[config.mk]
export PLATFORM = sky130hd
export DESIGN_NAME = stepper_batch_step_scheduler_flat
export DESIGN_NICKNAME = d
export VERILOG_FILES = /design/src/rtl/sbss_pkg.sv /design/src/rtl/sbss_if.sv /design/src/rtl/stepper_batch_step_scheduler.sv /design/src/flat_wrapper.sv
export SDC_FILE = /design/constraint.sdc
export NUM_CORES = 2
export LEC_CHECK = 0
export ABC_AREA = 1
export BUFFER_PORTS_ARGS = -buffer_cell sky130_fd_sc_hd__buf_2
export CORE_MARGIN = 4
export CORE_UTILIZATION = 35
export CTS_CLUSTER_DIAMETER = 60
export DETAILED_ROUTE_END_ITERATION = 16
export GPL_TIMING_DRIVEN = 0
export PLACE_DENSITY_LB_ADDON = 0.05
export SETUP_SLACK_MARGIN = 0.4
export SYNTH_ARGS = -nofsm -noshare
export SYNTH_HDL_FRONTEND = slang
export SYNTH_SLANG_ARGS = --single-unit
export TNS_END_PERCENT = 50
[constraint.sdc]
create_clock -name i_clk -period 34.1 [get_ports i_clk]
set_input_delay 6.82 -clock i_clk [delete_from_list [all_inputs] [get_ports i_clk]]
set_output_delay 6.82 -clock i_clk [all_outputs]
set_load 0.01 [all_outputs]
[src/rtl/sbss_pkg.sv]
// Package for the stepper batch step scheduler: widths, constants, command codes.
// No dependencies; imported by the channel interfaces and the top level.

package sbss_pkg;

    localparam int unsigned NCH = 4;

    localparam int unsigned TIME_W  = 32;
    localparam int unsigned STEPS_W = 31;
    localparam int unsigned JIT_W   = 16;
    localparam int unsigned CMP_W   = 8;

    typedef logic [TIME_W-1:0]  t_time;
    typedef logic [STEPS_W-1:0] t_steps;
    typedef logic signed [TIME_W-1:0] t_pos;

    typedef enum logic [1:0] {
        CMD_TICK    = 2'd0,
        CMD_STAGE   = 2'd1,
        CMD_PUBLISH = 2'd2,
        CMD_SETPOS  = 2'd3
    } t_cmd;

    localparam t_time              LOOKAHEAD_US = t_time'(1000);
    localparam t_time              CMP_WINDOW   = t_time'(512);
    localparam logic [CMP_W-1:0]   CMP_IDLE     = 8'hFF;
    localparam logic [JIT_W-1:0]   JITTER_RESET = 16'd100;

endpackage

[src/rtl/sbss_if.sv]
// Channel interfaces of the stepper batch step scheduler: command in, result out,
// jitter register write. Depends on sbss_pkg.

interface sbss_in_if import sbss_pkg::*; ();
    logic             valid;
    logic             ready;
    logic [1:0]       cmd;
    logic [1:0]       channel;
    t_steps           step_count;
    logic             shorten;
    t_time            interval_us;
    t_pos             position;
    t_time            now_us;

    modport source (output valid, cmd, channel, step_count, shorten, interval_us,
                    position, now_us, input ready);
    modport sink   (input valid, cmd, channel, step_count, shorten, interval_us,
                    position, now_us, output ready);
endinterface

interface sbss_out_if import sbss_pkg::*; ();
    logic             valid;
    logic             ready;
    logic [NCH-1:0]   step_pulses;
    logic [NCH-1:0]   lengthen_dirs;
    logic             has_work;
    logic             batch_pending;
    logic [CMP_W-1:0] compare_value;
    t_pos             cable0;
    t_pos             cable1;
    t_pos             cable2;
    t_pos             cable3;
    logic             rejected;

    modport source (output valid, step_pulses, lengthen_dirs, has_work, batch_pending,
                    compare_value, cable0, cable1, cable2, cable3, rejected,
                    input ready);
    modport sink   (input valid, step_pulses, lengthen_dirs, has_work, batch_pending,
                    compare_value, cable0, cable1, cable2, cable3, rejected,
                    output ready);
endinterface

interface sbss_cfg_if import sbss_pkg::*; ();
    logic             valid;
    logic             ready;
    logic [JIT_W-1:0] data;

    modport source (output valid, data, input ready);
    modport sink   (input valid, data, output ready);
endinterface

[src/rtl/stepper_batch_step_scheduler.sv]
// Top level of the four-channel stepper batch step scheduler.
// Depends on sbss_pkg and the channel interfaces in sbss_if.sv.
//
//  channel | dir | handshake          | carries
//  --------+-----+--------------------+-----------------------------------------
//  i_in    | in  | valid/ready        | cmd, channel, step batch, position, now
//  o_res   | out | valid/ready        | pulses, directions, status, cable positions
//  i_cfg   | in  | valid/ready        | jitter_us write data (always ready)
//
// One transaction is taken every cycle unless the result port stalls. A command waits in
// the input register; the whole tick (batch load, four channel updates, earliest-event
// minimum, compare value) is worked out from it and captured in the result register.
// A stalled result holds the result register and the scheduler state; an occupied input
// register then holds too, so i_in.ready follows o_res.ready in the same cycle.
// Synchronous active-low reset restores start state (jitter 100, compare 255), empties both.

module stepper_batch_step_scheduler
    import sbss_pkg::*;
(
    input  logic   i_clk,
    input  logic   i_rst_n,
    sbss_in_if.sink    i_in,
    sbss_out_if.source o_res,
    sbss_cfg_if.sink   i_cfg
);

    // ---------------------------------------------------------------- input register
    logic           r_in_valid;
    t_cmd           r_in_cmd;
    logic [1:0]     r_in_channel;
    t_steps         r_in_steps;
    logic           r_in_shorten;
    t_time          r_in_interval;
    t_pos           r_in_position;
    t_time          r_in_now;

    // ---------------------------------------------------------------- scheduler state
    logic [JIT_W-1:0] r_jitter;
    t_steps           r_rem     [NCH];
    logic [NCH-1:0]   r_shb;
    t_time            r_ivl     [NCH];
    t_time            r_due     [NCH];
    t_steps           r_stg_steps [NCH];
    logic [NCH-1:0]   r_stg_shb;
    t_time            r_stg_ivl [NCH];
    logic             r_staged_ready;
    t_pos             r_cable   [NCH];
    logic             r_work;
    logic [CMP_W-1:0] r_cmp;

    t_steps           n_rem     [NCH];
    logic [NCH-1:0]   n_shb;
    t_time            n_ivl     [NCH];
    t_time            n_due     [NCH];
    t_steps           n_stg_steps [NCH];
    logic [NCH-1:0]   n_stg_shb;
    t_time            n_stg_ivl [NCH];
    logic             n_staged_ready;
    t_pos             n_cable   [NCH];
    logic             n_work;
    logic [CMP_W-1:0] n_cmp;
    logic [NCH-1:0]   n_pulses;
    logic             n_rej;

    // ---------------------------------------------------------------- result register
    logic             r_out_valid;
    logic [NCH-1:0]   r_out_pulses;
    logic             r_out_rej;

    // ---------------------------------------------------------------- tick datapath
    logic             advance;
    logic             any_left;
    logic             load;
    t_steps           rem_l [NCH];
    t_time            due_l [NCH];
    logic [NCH-1:0]   fire;
    t_time            earliest;
    t_time            togo;

    // Move the input register on when the result register is free or being emptied.
    assign advance    = r_in_valid && (!r_out_valid || o_res.ready);
    assign i_in.ready = !r_in_valid || advance;
    assign i_cfg.ready = 1'b1;

    always_comb begin
        any_left = 1'b0;
        for (int i = 0; i < NCH; i++) begin
            any_left = any_left || (r_rem[i] != '0);
        end
    end

    always_comb begin
        n_rem          = r_rem;
        n_shb          = r_shb;
        n_ivl          = r_ivl;
        n_due          = r_due;
        n_stg_steps    = r_stg_steps;
        n_stg_shb      = r_stg_shb;
        n_stg_ivl      = r_stg_ivl;
        n_staged_ready = r_staged_ready;
        n_cable        = r_cable;
        n_work         = r_work;
        n_cmp          = r_cmp;
        n_pulses       = '0;
        n_rej          = 1'b0;
        load           = 1'b0;
        fire           = '0;
        earliest       = r_in_now + LOOKAHEAD_US;
        togo           = '0;
        for (int i = 0; i < NCH; i++) begin
            rem_l[i] = r_rem[i];
            due_l[i] = r_due[i];
        end

        unique case (r_in_cmd)
            CMD_TICK: begin
                if (!any_left && !r_staged_ready) begin
                    // Idle: drop the work flag, keep everything else.
                    n_work = 1'b0;
                end else begin
                    // Load a pending batch once every channel has finished.
                    load = !any_left;
                    if (load) begin
                        n_staged_ready = 1'b0;
                        n_shb          = r_stg_shb;
                        n_ivl          = r_stg_ivl;
                    end
                    for (int i = 0; i < NCH; i++) begin
                        if (load) begin
                            rem_l[i] = r_stg_steps[i];
                            due_l[i] = (r_in_now > r_due[i]) ? r_in_now : r_due[i];
                        end
                        fire[i] = (rem_l[i] != '0) &&
                                  (r_in_now >= (due_l[i] - t_time'(r_jitter)));
                        if (fire[i]) begin
                            n_cable[i] = r_cable[i] + (n_shb[i] ? -32'sd1 : 32'sd1);
                            n_rem[i]   = rem_l[i] - t_steps'(1);
                            n_due[i]   = due_l[i] + n_ivl[i];
                        end else begin
                            n_rem[i]   = rem_l[i];
                            n_due[i]   = due_l[i];
                        end
                        if (n_due[i] < earliest) begin
                            earliest = n_due[i];
                        end
                    end
                    n_pulses = fire;
                    n_work   = n_staged_ready;
                    for (int i = 0; i < NCH; i++) begin
                        n_work = n_work || (n_rem[i] != '0);
                    end
                    togo  = earliest - r_in_now;
                    n_cmp = (togo < CMP_WINDOW) ? togo[CMP_W:1] : CMP_IDLE;
                end
            end
            CMD_STAGE: begin
                if (r_staged_ready) begin
                    n_rej = 1'b1;
                end else begin
                    n_stg_steps[r_in_channel] = r_in_steps;
                    n_stg_shb[r_in_channel]   = r_in_shorten;
                    n_stg_ivl[r_in_channel]   = r_in_interval;
                end
            end
            CMD_PUBLISH: begin
                if (r_staged_ready) begin
                    n_rej = 1'b1;
                end else begin
                    n_staged_ready = 1'b1;
                end
            end
            CMD_SETPOS: begin
                if (r_work || r_staged_ready) begin
                    n_rej = 1'b1;
                end else begin
                    n_cable[r_in_channel] = r_in_position;
                end
            end
            default: begin
                n_rej = 1'b0;
            end
        endcase
    end

    // ---------------------------------------------------------------- registers
    always_ff @(posedge i_clk) begin
        if (!i_rst_n) begin
            r_in_valid     <= 1'b0;
            r_out_valid    <= 1'b0;
            r_out_pulses   <= '0;
            r_out_rej      <= 1'b0;
            r_jitter       <= JITTER_RESET;
            r_shb          <= '0;
            r_stg_shb      <= '0;
            r_staged_ready <= 1'b0;
            r_work         <= 1'b0;
            r_cmp          <= CMP_IDLE;
            for (int i = 0; i < NCH; i++) begin
                r_rem[i]       <= '0;
                r_ivl[i]       <= '0;
                r_due[i]       <= '0;
                r_stg_steps[i] <= '0;
                r_stg_ivl[i]   <= '0;
                r_cable[i]     <= '0;
            end
        end else begin
            if (i_cfg.valid) begin
                r_jitter <= i_cfg.data;
            end

            if (i_in.ready) begin
                r_in_valid <= i_in.valid;
            end

            if (advance) begin
                r_rem          <= n_rem;
                r_shb          <= n_shb;
                r_ivl          <= n_ivl;
                r_due          <= n_due;
                r_stg_steps    <= n_stg_steps;
                r_stg_shb      <= n_stg_shb;
                r_stg_ivl      <= n_stg_ivl;
                r_staged_ready <= n_staged_ready;
                r_cable        <= n_cable;
                r_work         <= n_work;
                r_cmp          <= n_cmp;
                r_out_pulses   <= n_pulses;
                r_out_rej      <= n_rej;
                r_out_valid    <= 1'b1;
            end else if (o_res.ready) begin
                r_out_valid <= 1'b0;
            end
        end
    end

    // Capture the command payload on each input transaction.
    always_ff @(posedge i_clk) begin
        if (i_in.valid && i_in.ready) begin
            r_in_cmd      <= t_cmd'(i_in.cmd);
            r_in_channel  <= i_in.channel;
            r_in_steps    <= i_in.step_count;
            r_in_shorten  <= i_in.shorten;
            r_in_interval <= i_in.interval_us;
            r_in_position <= i_in.position;
            r_in_now      <= i_in.now_us;
        end
    end

    // ---------------------------------------------------------------- result port
    // Status and cable fields show the state left by the latest processed command.
    assign o_res.valid         = r_out_valid;
    assign o_res.step_pulses   = r_out_pulses;
    assign o_res.lengthen_dirs = ~r_shb;
    assign o_res.has_work      = r_work;
    assign o_res.batch_pending = r_staged_ready;
    assign o_res.compare_value = r_cmp;
    assign o_res.cable0        = r_cable[0];
    assign o_res.cable1        = r_cable[1];
    assign o_res.cable2        = r_cable[2];
    assign o_res.cable3        = r_cable[3];
    assign o_res.rejected      = r_out_rej;

    // ---------------------------------------------------------------- assertions
    a_pulse_only_on_tick: assert property (@(posedge i_clk) disable iff (!i_rst_n)
        advance && (r_in_cmd != CMD_TICK) |=> (r_out_pulses == '0))
        else $error("step pulse on a non-tick command");

    a_tick_never_rejects: assert property (@(posedge i_clk) disable iff (!i_rst_n)
        advance && (r_in_cmd == CMD_TICK) |=> !r_out_rej)
        else $error("tick flagged as rejected");

    a_work_after_tick: assert property (@(posedge i_clk) disable iff (!i_rst_n)
        advance && (r_in_cmd == CMD_TICK) |=> (r_work == (any_left || r_staged_ready)))
        else $error("work flag disagrees with remaining steps after tick");

    a_stage_while_pending: assert property (@(posedge i_clk) disable iff (!i_rst_n)
        advance && r_staged_ready && (r_in_cmd == CMD_STAGE || r_in_cmd == CMD_PUBLISH)
        |=> r_out_rej && r_staged_ready)
        else $error("stage or publish accepted while a batch is pending");

endmodule
[src/flat_wrapper.sv]
// flat-port wrapper written by rule: the top's interface ports become plain ports
module stepper_batch_step_scheduler_flat import sbss_pkg::*;
  (i_clk, i_rst_n, i_in_valid, i_in_cmd, i_in_channel, i_in_step_count, i_in_shorten, i_in_interval_us, i_in_position, i_in_now_us, i_in_ready, o_res_valid, o_res_step_pulses, o_res_lengthen_dirs, o_res_has_work, o_res_batch_pending, o_res_compare_value, o_res_cable0, o_res_cable1, o_res_cable2, o_res_cable3, o_res_rejected, o_res_ready, i_cfg_valid, i_cfg_data, i_cfg_ready);
  sbss_in_if i_in_i ();
  sbss_out_if o_res_i ();
  sbss_cfg_if i_cfg_i ();
  input  logic i_clk;
  input  logic i_rst_n;
  input wire logic [$bits(i_in_i.valid)-1:0] i_in_valid;
  input wire logic [$bits(i_in_i.cmd)-1:0] i_in_cmd;
  input wire logic [$bits(i_in_i.channel)-1:0] i_in_channel;
  input wire logic [$bits(i_in_i.step_count)-1:0] i_in_step_count;
  input wire logic [$bits(i_in_i.shorten)-1:0] i_in_shorten;
  input wire logic [$bits(i_in_i.interval_us)-1:0] i_in_interval_us;
  input wire logic [$bits(i_in_i.position)-1:0] i_in_position;
  input wire logic [$bits(i_in_i.now_us)-1:0] i_in_now_us;
  output wire logic [$bits(i_in_i.ready)-1:0] i_in_ready;
  output wire logic [$bits(o_res_i.valid)-1:0] o_res_valid;
  output wire logic [$bits(o_res_i.step_pulses)-1:0] o_res_step_pulses;
  output wire logic [$bits(o_res_i.lengthen_dirs)-1:0] o_res_lengthen_dirs;
  output wire logic [$bits(o_res_i.has_work)-1:0] o_res_has_work;
  output wire logic [$bits(o_res_i.batch_pending)-1:0] o_res_batch_pending;
  output wire logic [$bits(o_res_i.compare_value)-1:0] o_res_compare_value;
  output wire logic [$bits(o_res_i.cable0)-1:0] o_res_cable0;
  output wire logic [$bits(o_res_i.cable1)-1:0] o_res_cable1;
  output wire logic [$bits(o_res_i.cable2)-1:0] o_res_cable2;
  output wire logic [$bits(o_res_i.cable3)-1:0] o_res_cable3;
  output wire logic [$bits(o_res_i.rejected)-1:0] o_res_rejected;
  input wire logic [$bits(o_res_i.ready)-1:0] o_res_ready;
  input wire logic [$bits(i_cfg_i.valid)-1:0] i_cfg_valid;
  input wire logic [$bits(i_cfg_i.data)-1:0] i_cfg_data;
  output wire logic [$bits(i_cfg_i.ready)-1:0] i_cfg_ready;
  assign i_in_i.valid = i_in_valid;
  assign i_in_i.cmd = i_in_cmd;
  assign i_in_i.channel = i_in_channel;
  assign i_in_i.step_count = i_in_step_count;
  assign i_in_i.shorten = i_in_shorten;
  assign i_in_i.interval_us = i_in_interval_us;
  assign i_in_i.position = i_in_position;
  assign i_in_i.now_us = i_in_now_us;
  assign i_in_ready = i_in_i.ready;
  assign o_res_valid = o_res_i.valid;
  assign o_res_step_pulses = o_res_i.step_pulses;
  assign o_res_lengthen_dirs = o_res_i.lengthen_dirs;
  assign o_res_has_work = o_res_i.has_work;
  assign o_res_batch_pending = o_res_i.batch_pending;
  assign o_res_compare_value = o_res_i.compare_value;
  assign o_res_cable0 = o_res_i.cable0;
  assign o_res_cable1 = o_res_i.cable1;
  assign o_res_cable2 = o_res_i.cable2;
  assign o_res_cable3 = o_res_i.cable3;
  assign o_res_rejected = o_res_i.rejected;
  assign o_res_i.ready = o_res_ready;
  assign i_cfg_i.valid = i_cfg_valid;
  assign i_cfg_i.data = i_cfg_data;
  assign i_cfg_ready = i_cfg_i.ready;
  stepper_batch_step_scheduler u_core (.i_clk(i_clk), .i_rst_n(i_rst_n), .i_in(i_in_i), .o_res(o_res_i), .i_cfg(i_cfg_i));
endmodule
== Word-level counts from Yosys, hierarchy flattened ==
Index checks and enable logic that the tools add are counted.

* Shifts and indexed selects: 0
* $mul: 0
* Div/mod/pow operators: 0
* Equality and inequality tests: 9
* Bitwise gates (word level): 4
* $lt $le $gt $ge: 17
* Multiplexer cells: 105
* $add $sub $neg: 18
* Reduce and logical (&&, ||, !) cells: 48

{| class="wikitable"
|+ Operator list
! cell !! number
|-
| $mux 32 || 49
|-
| $mux 31 || 25
|-
| $mux 128 || 5
|-
| $reduce_bool 31->1 || 12
|-
| $add 32x32->32 || 8
|-
| $bwmux 128 || 2
|-
| $pmux 128 s2 || 1
|-
| $ge 32x32->1 || 4
|-
| $gt 32x32->1 || 4
|-
| $lt 32x32->1 || 4
|-
| $sub 32x16->32 || 4
|-
| $bwmux 124 || 1
|-
| $sub 31x1->31 const B || 4
|-
| $demux 32 s2 || 1
|-
| $demux 31 s2 || 1
|-
| $add 32x10->32 const B || 1
|-
| $lt 32x10->1 const B || 1
|-
| $sub 32x32->32 || 1
|-
| $mux 4 || 5
|-
| $reduce_and 5->1 || 4
|-
| $logic_or 1x1->1 || 10
|-
| $mux 1 || 10
|-
| $logic_and 1x1->1 || 9
|-
| $reduce_and 3->1 || 3
|-
| other kinds (20) || 32
|}

* Memories: 0
* Memory bits (read-only): 0
* Register bits after elaboration: 933
* RAM bits: 0
* Latch bits: 0

== Longest topological paths before layout ==
* Depth in word-level cells: 33
* Depth in mapped cells: 151
* Mapped depth without buffers: 138

== Least setup slack after synthesis ==
Ideal clock, no wire load.

* Path kind: reg-to-reg
* From: register u_core.r_rem[67] (netlist name)
* To: register u_core.r_cmp[0] (netlist: u_core.o_res.compare_value[0])
* Buffers on the path: 18
* Library setup time: 0.115 ns
* Clock period less this slack: 17.607 ns
* Slack: 16.493 ns
* Data arrival time: 17.492 ns
* Required time: 33.985 ns
* Stages on the path, launching flop included: 136
* Path through: dfxtp_1 nor2_1 nand2_1 nor2_1 nand2_1 nor2_2 nand2_4 nor2_8 buf_12 buf_8 buf_4 buf_2 buf_2 buf_2 buf_2 clkbuf_1 clkbuf_1 clkbuf_1 [... 100 more ...] o21bai_1 nand3_1 nand2_1 nand3_1 nand2_1 and3_1 nand3_1 o311ai_0 xor2_1 nand3_1 a21oi_1 nand3_1 nor3_1 nand2_1 nor2_4 nand3_1 nand2_1 nand2_1

* Cells in the longest elaborated chain, start to end: 32

{| class="wikitable"
|+ RTL lines
! element !! RTL line !! text
|-
| start: declaration || stepper_batch_step_scheduler.sv:39 || <nowiki>t_steps r_rem [NCH];</nowiki>
|-
| start signal: assignment || stepper_batch_step_scheduler.sv:216 || <nowiki>r_rem <= n_rem;</nowiki>
|-
| $reduce_bool 31->1 || stepper_batch_step_scheduler.sv:88 || <nowiki>any_left = any_left || (r_rem[i] != '0);</nowiki>
|-
| $logic_or 1x1->1 (3 in a row) || stepper_batch_step_scheduler.sv:88 ||
|-
| $mux 32 || stepper_batch_step_scheduler.sv:129 || <nowiki>if (load) begin</nowiki>
|-
| $mux 32 || stepper_batch_step_scheduler.sv:117 || <nowiki>if (!any_left && !r_staged_ready) begin</nowiki>
|-
| $mux 32 || stepper_batch_step_scheduler.sv:115 || <nowiki>unique case (r_in_cmd)</nowiki>
|-
| $sub 32x16->32 || stepper_batch_step_scheduler.sv:134 || <nowiki>(r_in_now >= (due_l[i] - t_time'(r_jitter)));</nowiki>
|-
| $ge 32x32->1 || stepper_batch_step_scheduler.sv:134 ||
|-
| $logic_and 1x1->1 || stepper_batch_step_scheduler.sv:133 || <nowiki>fire[i] = (rem_l[i] != '0) &&</nowiki>
|-
| [... 14 more ...] || - ||
|-
| $mux 32 || stepper_batch_step_scheduler.sv:115 ||
|-
| $lt 32x32->1 || stepper_batch_step_scheduler.sv:143 || <nowiki>if (n_due[i] < earliest) begin</nowiki>
|-
| $mux 32 || stepper_batch_step_scheduler.sv:143 ||
|-
| $mux 32 || stepper_batch_step_scheduler.sv:117 ||
|-
| $mux 32 || stepper_batch_step_scheduler.sv:115 ||
|-
| $sub 32x32->32 || stepper_batch_step_scheduler.sv:152 || <nowiki>togo = earliest - r_in_now;</nowiki>
|-
| $lt 32x10->1 || stepper_batch_step_scheduler.sv:153 || <nowiki>n_cmp = (togo < CMP_WINDOW) ? togo[CMP_W:1] : CMP_IDLE;</nowiki>
|-
| $mux 8 || stepper_batch_step_scheduler.sv:153 ||
|-
| end signal: assignment || stepper_batch_step_scheduler.sv:226 || <nowiki>r_cmp <= n_cmp;</nowiki>
|-
| end: declaration || stepper_batch_step_scheduler.sv:49 || <nowiki>logic [CMP_W-1:0] r_cmp;</nowiki>
|}

Several ways; a longest one is shown, not always the timed one. The select of a mux whose other input is x is not followed.
A chain may end at the register's enable or synchronous reset.

== Worst setup path in the final report ==
* From: register u_core.r_rem[58] (netlist name)
* To: register u_core.r_cmp[6] (netlist: u_core.o_res.compare_value[6])

* Cells in the longest elaborated chain, start to end: 31

{| class="wikitable"
|+ RTL lines
! element !! RTL line
|-
| $reduce_bool 31->1 || stepper_batch_step_scheduler.sv:88
|-
| $logic_or 1x1->1 (2 in a row) || stepper_batch_step_scheduler.sv:88
|-
| $mux 32 || stepper_batch_step_scheduler.sv:129
|-
| $mux 32 || stepper_batch_step_scheduler.sv:117
|-
| $mux 32 || stepper_batch_step_scheduler.sv:115
|-
| $sub 32x16->32 || stepper_batch_step_scheduler.sv:134
|-
| $ge 32x32->1 || stepper_batch_step_scheduler.sv:134
|-
| $logic_and 1x1->1 || stepper_batch_step_scheduler.sv:133
|-
| [... 14 more ...] || -
|-
| $mux 32 || stepper_batch_step_scheduler.sv:115
|-
| $lt 32x32->1 || stepper_batch_step_scheduler.sv:143
|-
| $mux 32 || stepper_batch_step_scheduler.sv:143
|-
| $mux 32 || stepper_batch_step_scheduler.sv:117
|-
| $mux 32 || stepper_batch_step_scheduler.sv:115
|-
| $sub 32x32->32 || stepper_batch_step_scheduler.sv:152
|-
| $lt 32x10->1 || stepper_batch_step_scheduler.sv:153
|-
| $mux 8 || stepper_batch_step_scheduler.sv:153
|}

Several ways; a longest one is shown, not always the timed one. The select of a mux whose other input is x is not followed.

==> out/metrics.cfg <==
[run_status]
status = finished, violations left
violations = max-capacitance violations, max-slew violations

[synthesis]
syn_inst = 9575
netlist_area_sq_um = 66800
yosysSeqAreaShare_pct = 29.94
synth_edf_count = 132
synth_flop_cell = dfxtp_1
async_flop_share_pct = 0
syn_nets = 10470
synth_warnings = 0
avgSynthCellArea_sq_um = 6.977
ys_ff_latch = 933
yosysUniqueCellTypes = 67

[clock_tree]
cts.hold.buffers_added = 0
h-tree-depth = 4
cts_tree = built
insertion_delay_ns = 0.82
cts_resized = 0
post-cts-setup-buffers = 0
numCtsBuffers = 141
cts_sinks = 933
cts.clk_slew.worst_paths_ns = 0.06
cts-root-buf = clkbuf_16
clockBufferDepth = 3

[timing]
tns_ns = 0
final.min_clock_period_ns = 27.62
timing.final.ws_setup_ns = 6.477
finalMaxSlewViolations = 50
hold_slack_ns = 0.4454
finalCritPeriodShare_pct = 81.01
fin_worst_skew_ns = 0.03257
finalSetupViolations = 0
rsz0062_at_grt = no
relSlewSlack_pct = -7.578
hold_viol = 0
fmax_mhz = 36.20
tightestPinTransition_ns = 1.614

[pwr]
p_per_area_nw_per_um2 = 66.52
intPower_mw = 2.768
vdd_drop_max_mv = 0.03904
total_power_mw = 5.084
switching_share_pct = 45.56
pwr-share-clk_pct = 29.9
power.leakage_nw = 37.43
comb_power_share_pct = 46.0
power_switching_mw = 2.316
seq_power_share_pct = 24.1

[layout]
fin_area_sq_um = 76430
fin_nets = 10920
fin_util_pct = 40.23
finalNonFillerCells = 12660
area_growth_pct = 14.41
layout-drive-gt1-share_pct = 6.685

[critical_path]
crit_slowest_cell = clkbuf_1
arrival_ns = 28.31
start_kind = flip-flop
crit_path_end_kind = flip-flop
r2r_slack_ns = 6.48
crit_type = reg -> reg
max_stage_delay_ns = 0.89
critical_path_required_ns = 34.79
path_common_cell = nand2_1
r2r_cells = 129
critPathMaxFanout = 10

[routing]
drt_iter0_drc = 6721
drc = 0
firstDrtPassIters = 6
drtAntennaViolNets = 0
via_per_inst = 5.418
wire_per_inst_um = 24.80
vias = 68580
wl_um = 313900

[run]
maxCapViolCount = 5

[floorplanning]
io_pins = 303
fp.dieH_um = 444.9
die_x_um = 444.9
initial_utilization_pct = 35.16
core_sq_um = 190000
dieArea_sq_um = 197900
rows = 160

[placement]
place.port_buffers = 300
placed_cells = 12390
pre_cts_ws_ns = 7.041
detailed_place_hpwl_um = 252800
place_area_sq_um = 71510
gp_congestion = 0.9618

[global_route]
grt_start_max_net_pins = 68
grt-ovfl-total = 0
gr-usage-all-layers_pct = 30.55
grt_pass1_vias = 63430
grt_antenna_before_repair = 24
grt_pass1_wl_um = 443200

[hold_path]
whs_path_depth = 2
hp-class = reg -> reg

worst paths after layout:
kind / end / start
max: u_core.o_res.compare_value[6] / u_core.r_rem[58]
min reg2reg: u_core.r_ivl[80] / u_core.r_ivl[80]
max reg2reg: u_core.o_res.compare_value[6] / u_core.r_rem[58]
min: u_core.r_ivl[80] / u_core.r_ivl[80]
state kept, by name (all words and copies together) (netlist names), 2 cells and up:
register and count:
u_core.r_due 128, u_core.r_ivl 128, u_core.r_stg_ivl 128, u_core.r_rem 124
u_core.r_stg_steps 124, u_core.o_res.cable0 32, u_core.o_res.cable1 32, u_core.o_res.cable2 32
u_core.o_res.cable3 32, u_core.r_in_interval 32, u_core.r_in_now 32, u_core.r_in_position 32
u_core.r_in_steps 31, u_core.r_jitter 16, u_core.o_res.compare_value 8, u_core.o_res.step_pulses 4
u_core.r_shb 4, u_core.r_stg_shb 4, u_core.r_in_channel 2, u_core.r_in_cmd 2
layer usage:
metal	part of all wire, %	routed length [um]	track usage [%]
met5	0.0041	13	0
met4	4.0	12410	11.04
met3	7.4	23360	5.137
met2	43	135400	47.37
met1	45	142700	42.59
power by group through the flow:
| stage | combinational (mW) | clock (mW) | sequential (mW) |
|---|---|---|---|
| 2_1_floorplan | 1.51 | 0 | 1.21 |
| 3_3_place_gp | 2.27 | 0 | 1.24 |
| 3_5_place_dp | 2.28 | 0 | 1.24 |
| 4_1_cts | 2.29 | 1.55 | 1.22 |
| 5_1_grt | 2.59 | 1.60 | 1.22 |
| 6_report | 2.34 | 1.52 | 1.22 |
critical path: cells and delay by family, from the launching register on:
kind,cells,cell delay (ns)
buffers and inverters,30,8.68
and+or+nand+nor,55,7.76
AOI/OAI and AO/OA,36,7.59
adders and majority gates,6,2.32
xor gates and xnor gates,2,0.73
DFF,1,0.34
cell usage in the layout (no fill, tap or decap), drive strengths merged, types with 5 or more instances in the layout:
| master | n |
|---|---|
| nand3 | 244 |
| a211oi | 58 |
| o21ai | 1411 |
| nor4 | 53 |
| a31oi | 80 |
| diode | 5 |
| o31ai | 12 |
| a2111oi | 5 |
| nand4 | 94 |
| clkinv | 35 |
| inv | 1241 |
| o21a | 16 |
| and2 | 9 |
| o221ai | 12 |
| clkbuf | 552 |
| clkinvlp | 13 |
| nor4b | 6 |
| dfxtp | 801 |
| nand2 | 1311 |
| o221a | 11 |
| nor2 | 1211 |
| or2 | 45 |
| a221oi | 9 |
| ha | 729 |
| o211ai | 57 |
| bufinv | 9 |
| xnor2 | 108 |
| xor2 | 312 |
| o32ai | 6 |
| a21o | 25 |
| o22ai | 30 |
| fa | 13 |
| nor3 | 108 |
| o21bai | 38 |
| a21oi | 962 |
| nand3b | 9 |
| buf | 343 |
| edfxtp | 132 |
synthesized netlist by cell type, drive strengths merged, types with 13 or more instances:
| master | count | share of area [%] |
|---|---|---|
| nand3 | 244 | 1.8 |
| buf | 38 | 0.30 |
| nand4 | 94 | 0.88 |
| ha | 729 | 14 |
| nor4 | 53 | 0.50 |
| nor2 | 1211 | 6.9 |
| o21ai | 1411 | 11 |
| a21oi | 962 | 7.2 |
| nor3 | 108 | 0.81 |
| a31oi | 80 | 0.75 |
| o22ai | 30 | 0.28 |
| o21a | 16 | 0.18 |
| clkbuf | 356 | 2.0 |
| dfxtp | 801 | 24 |
| fa | 13 | 0.39 |
| o21bai | 38 | 0.43 |
| or2 | 45 | 0.42 |
| xor2 | 312 | 4.1 |
| a21o | 25 | 0.28 |
| xnor2 | 108 | 1.4 |
| inv | 1226 | 6.9 |
| a211oi | 58 | 0.65 |
| edfxtp | 132 | 5.9 |
| nand2 | 1311 | 7.5 |
| o211ai | 57 | 0.64 |
logic make-up (layout without fill, tap and decap cells):
| logic type | after synthesis | count (layout) | synth area share [%] |
|---|---|---|---|
| flip-flops | 933 | 933 | 29.94 |
| buffers and inverters | 1626 | 2193 | 9.224 |
| other | 1 | 6 | 0.005614 |
| XOR/XNOR | 420 | 420 | 5.507 |
| multiplexers | 4 | 4 | 0.05994 |
| AO/OA/AOI/OAI | 2749 | 2749 | 21.99 |
| adder cells (fa/ha/maj) | 742 | 742 | 14.04 |
| AND/OR/NAND/NOR | 3100 | 3100 | 19.24 |
final cells by class:
class / instances / area, sq um
Sequential cell: 933 / 20000
Tap cell: 2511 / 3142
Clock inverter: 66 / 848.3
Clock buffer: 195 / 4028
Inverter: 1232 / 4632
Buffer: 394 / 1543
Timing Repair Buffer: 306 / 1587
Fill cell: 20230 / 113600
Multi-Input combinational cell: 7016 / 40640
Antenna cell: 5 / 12.51
Note: power is estimated with default switching activity, not from simulation.
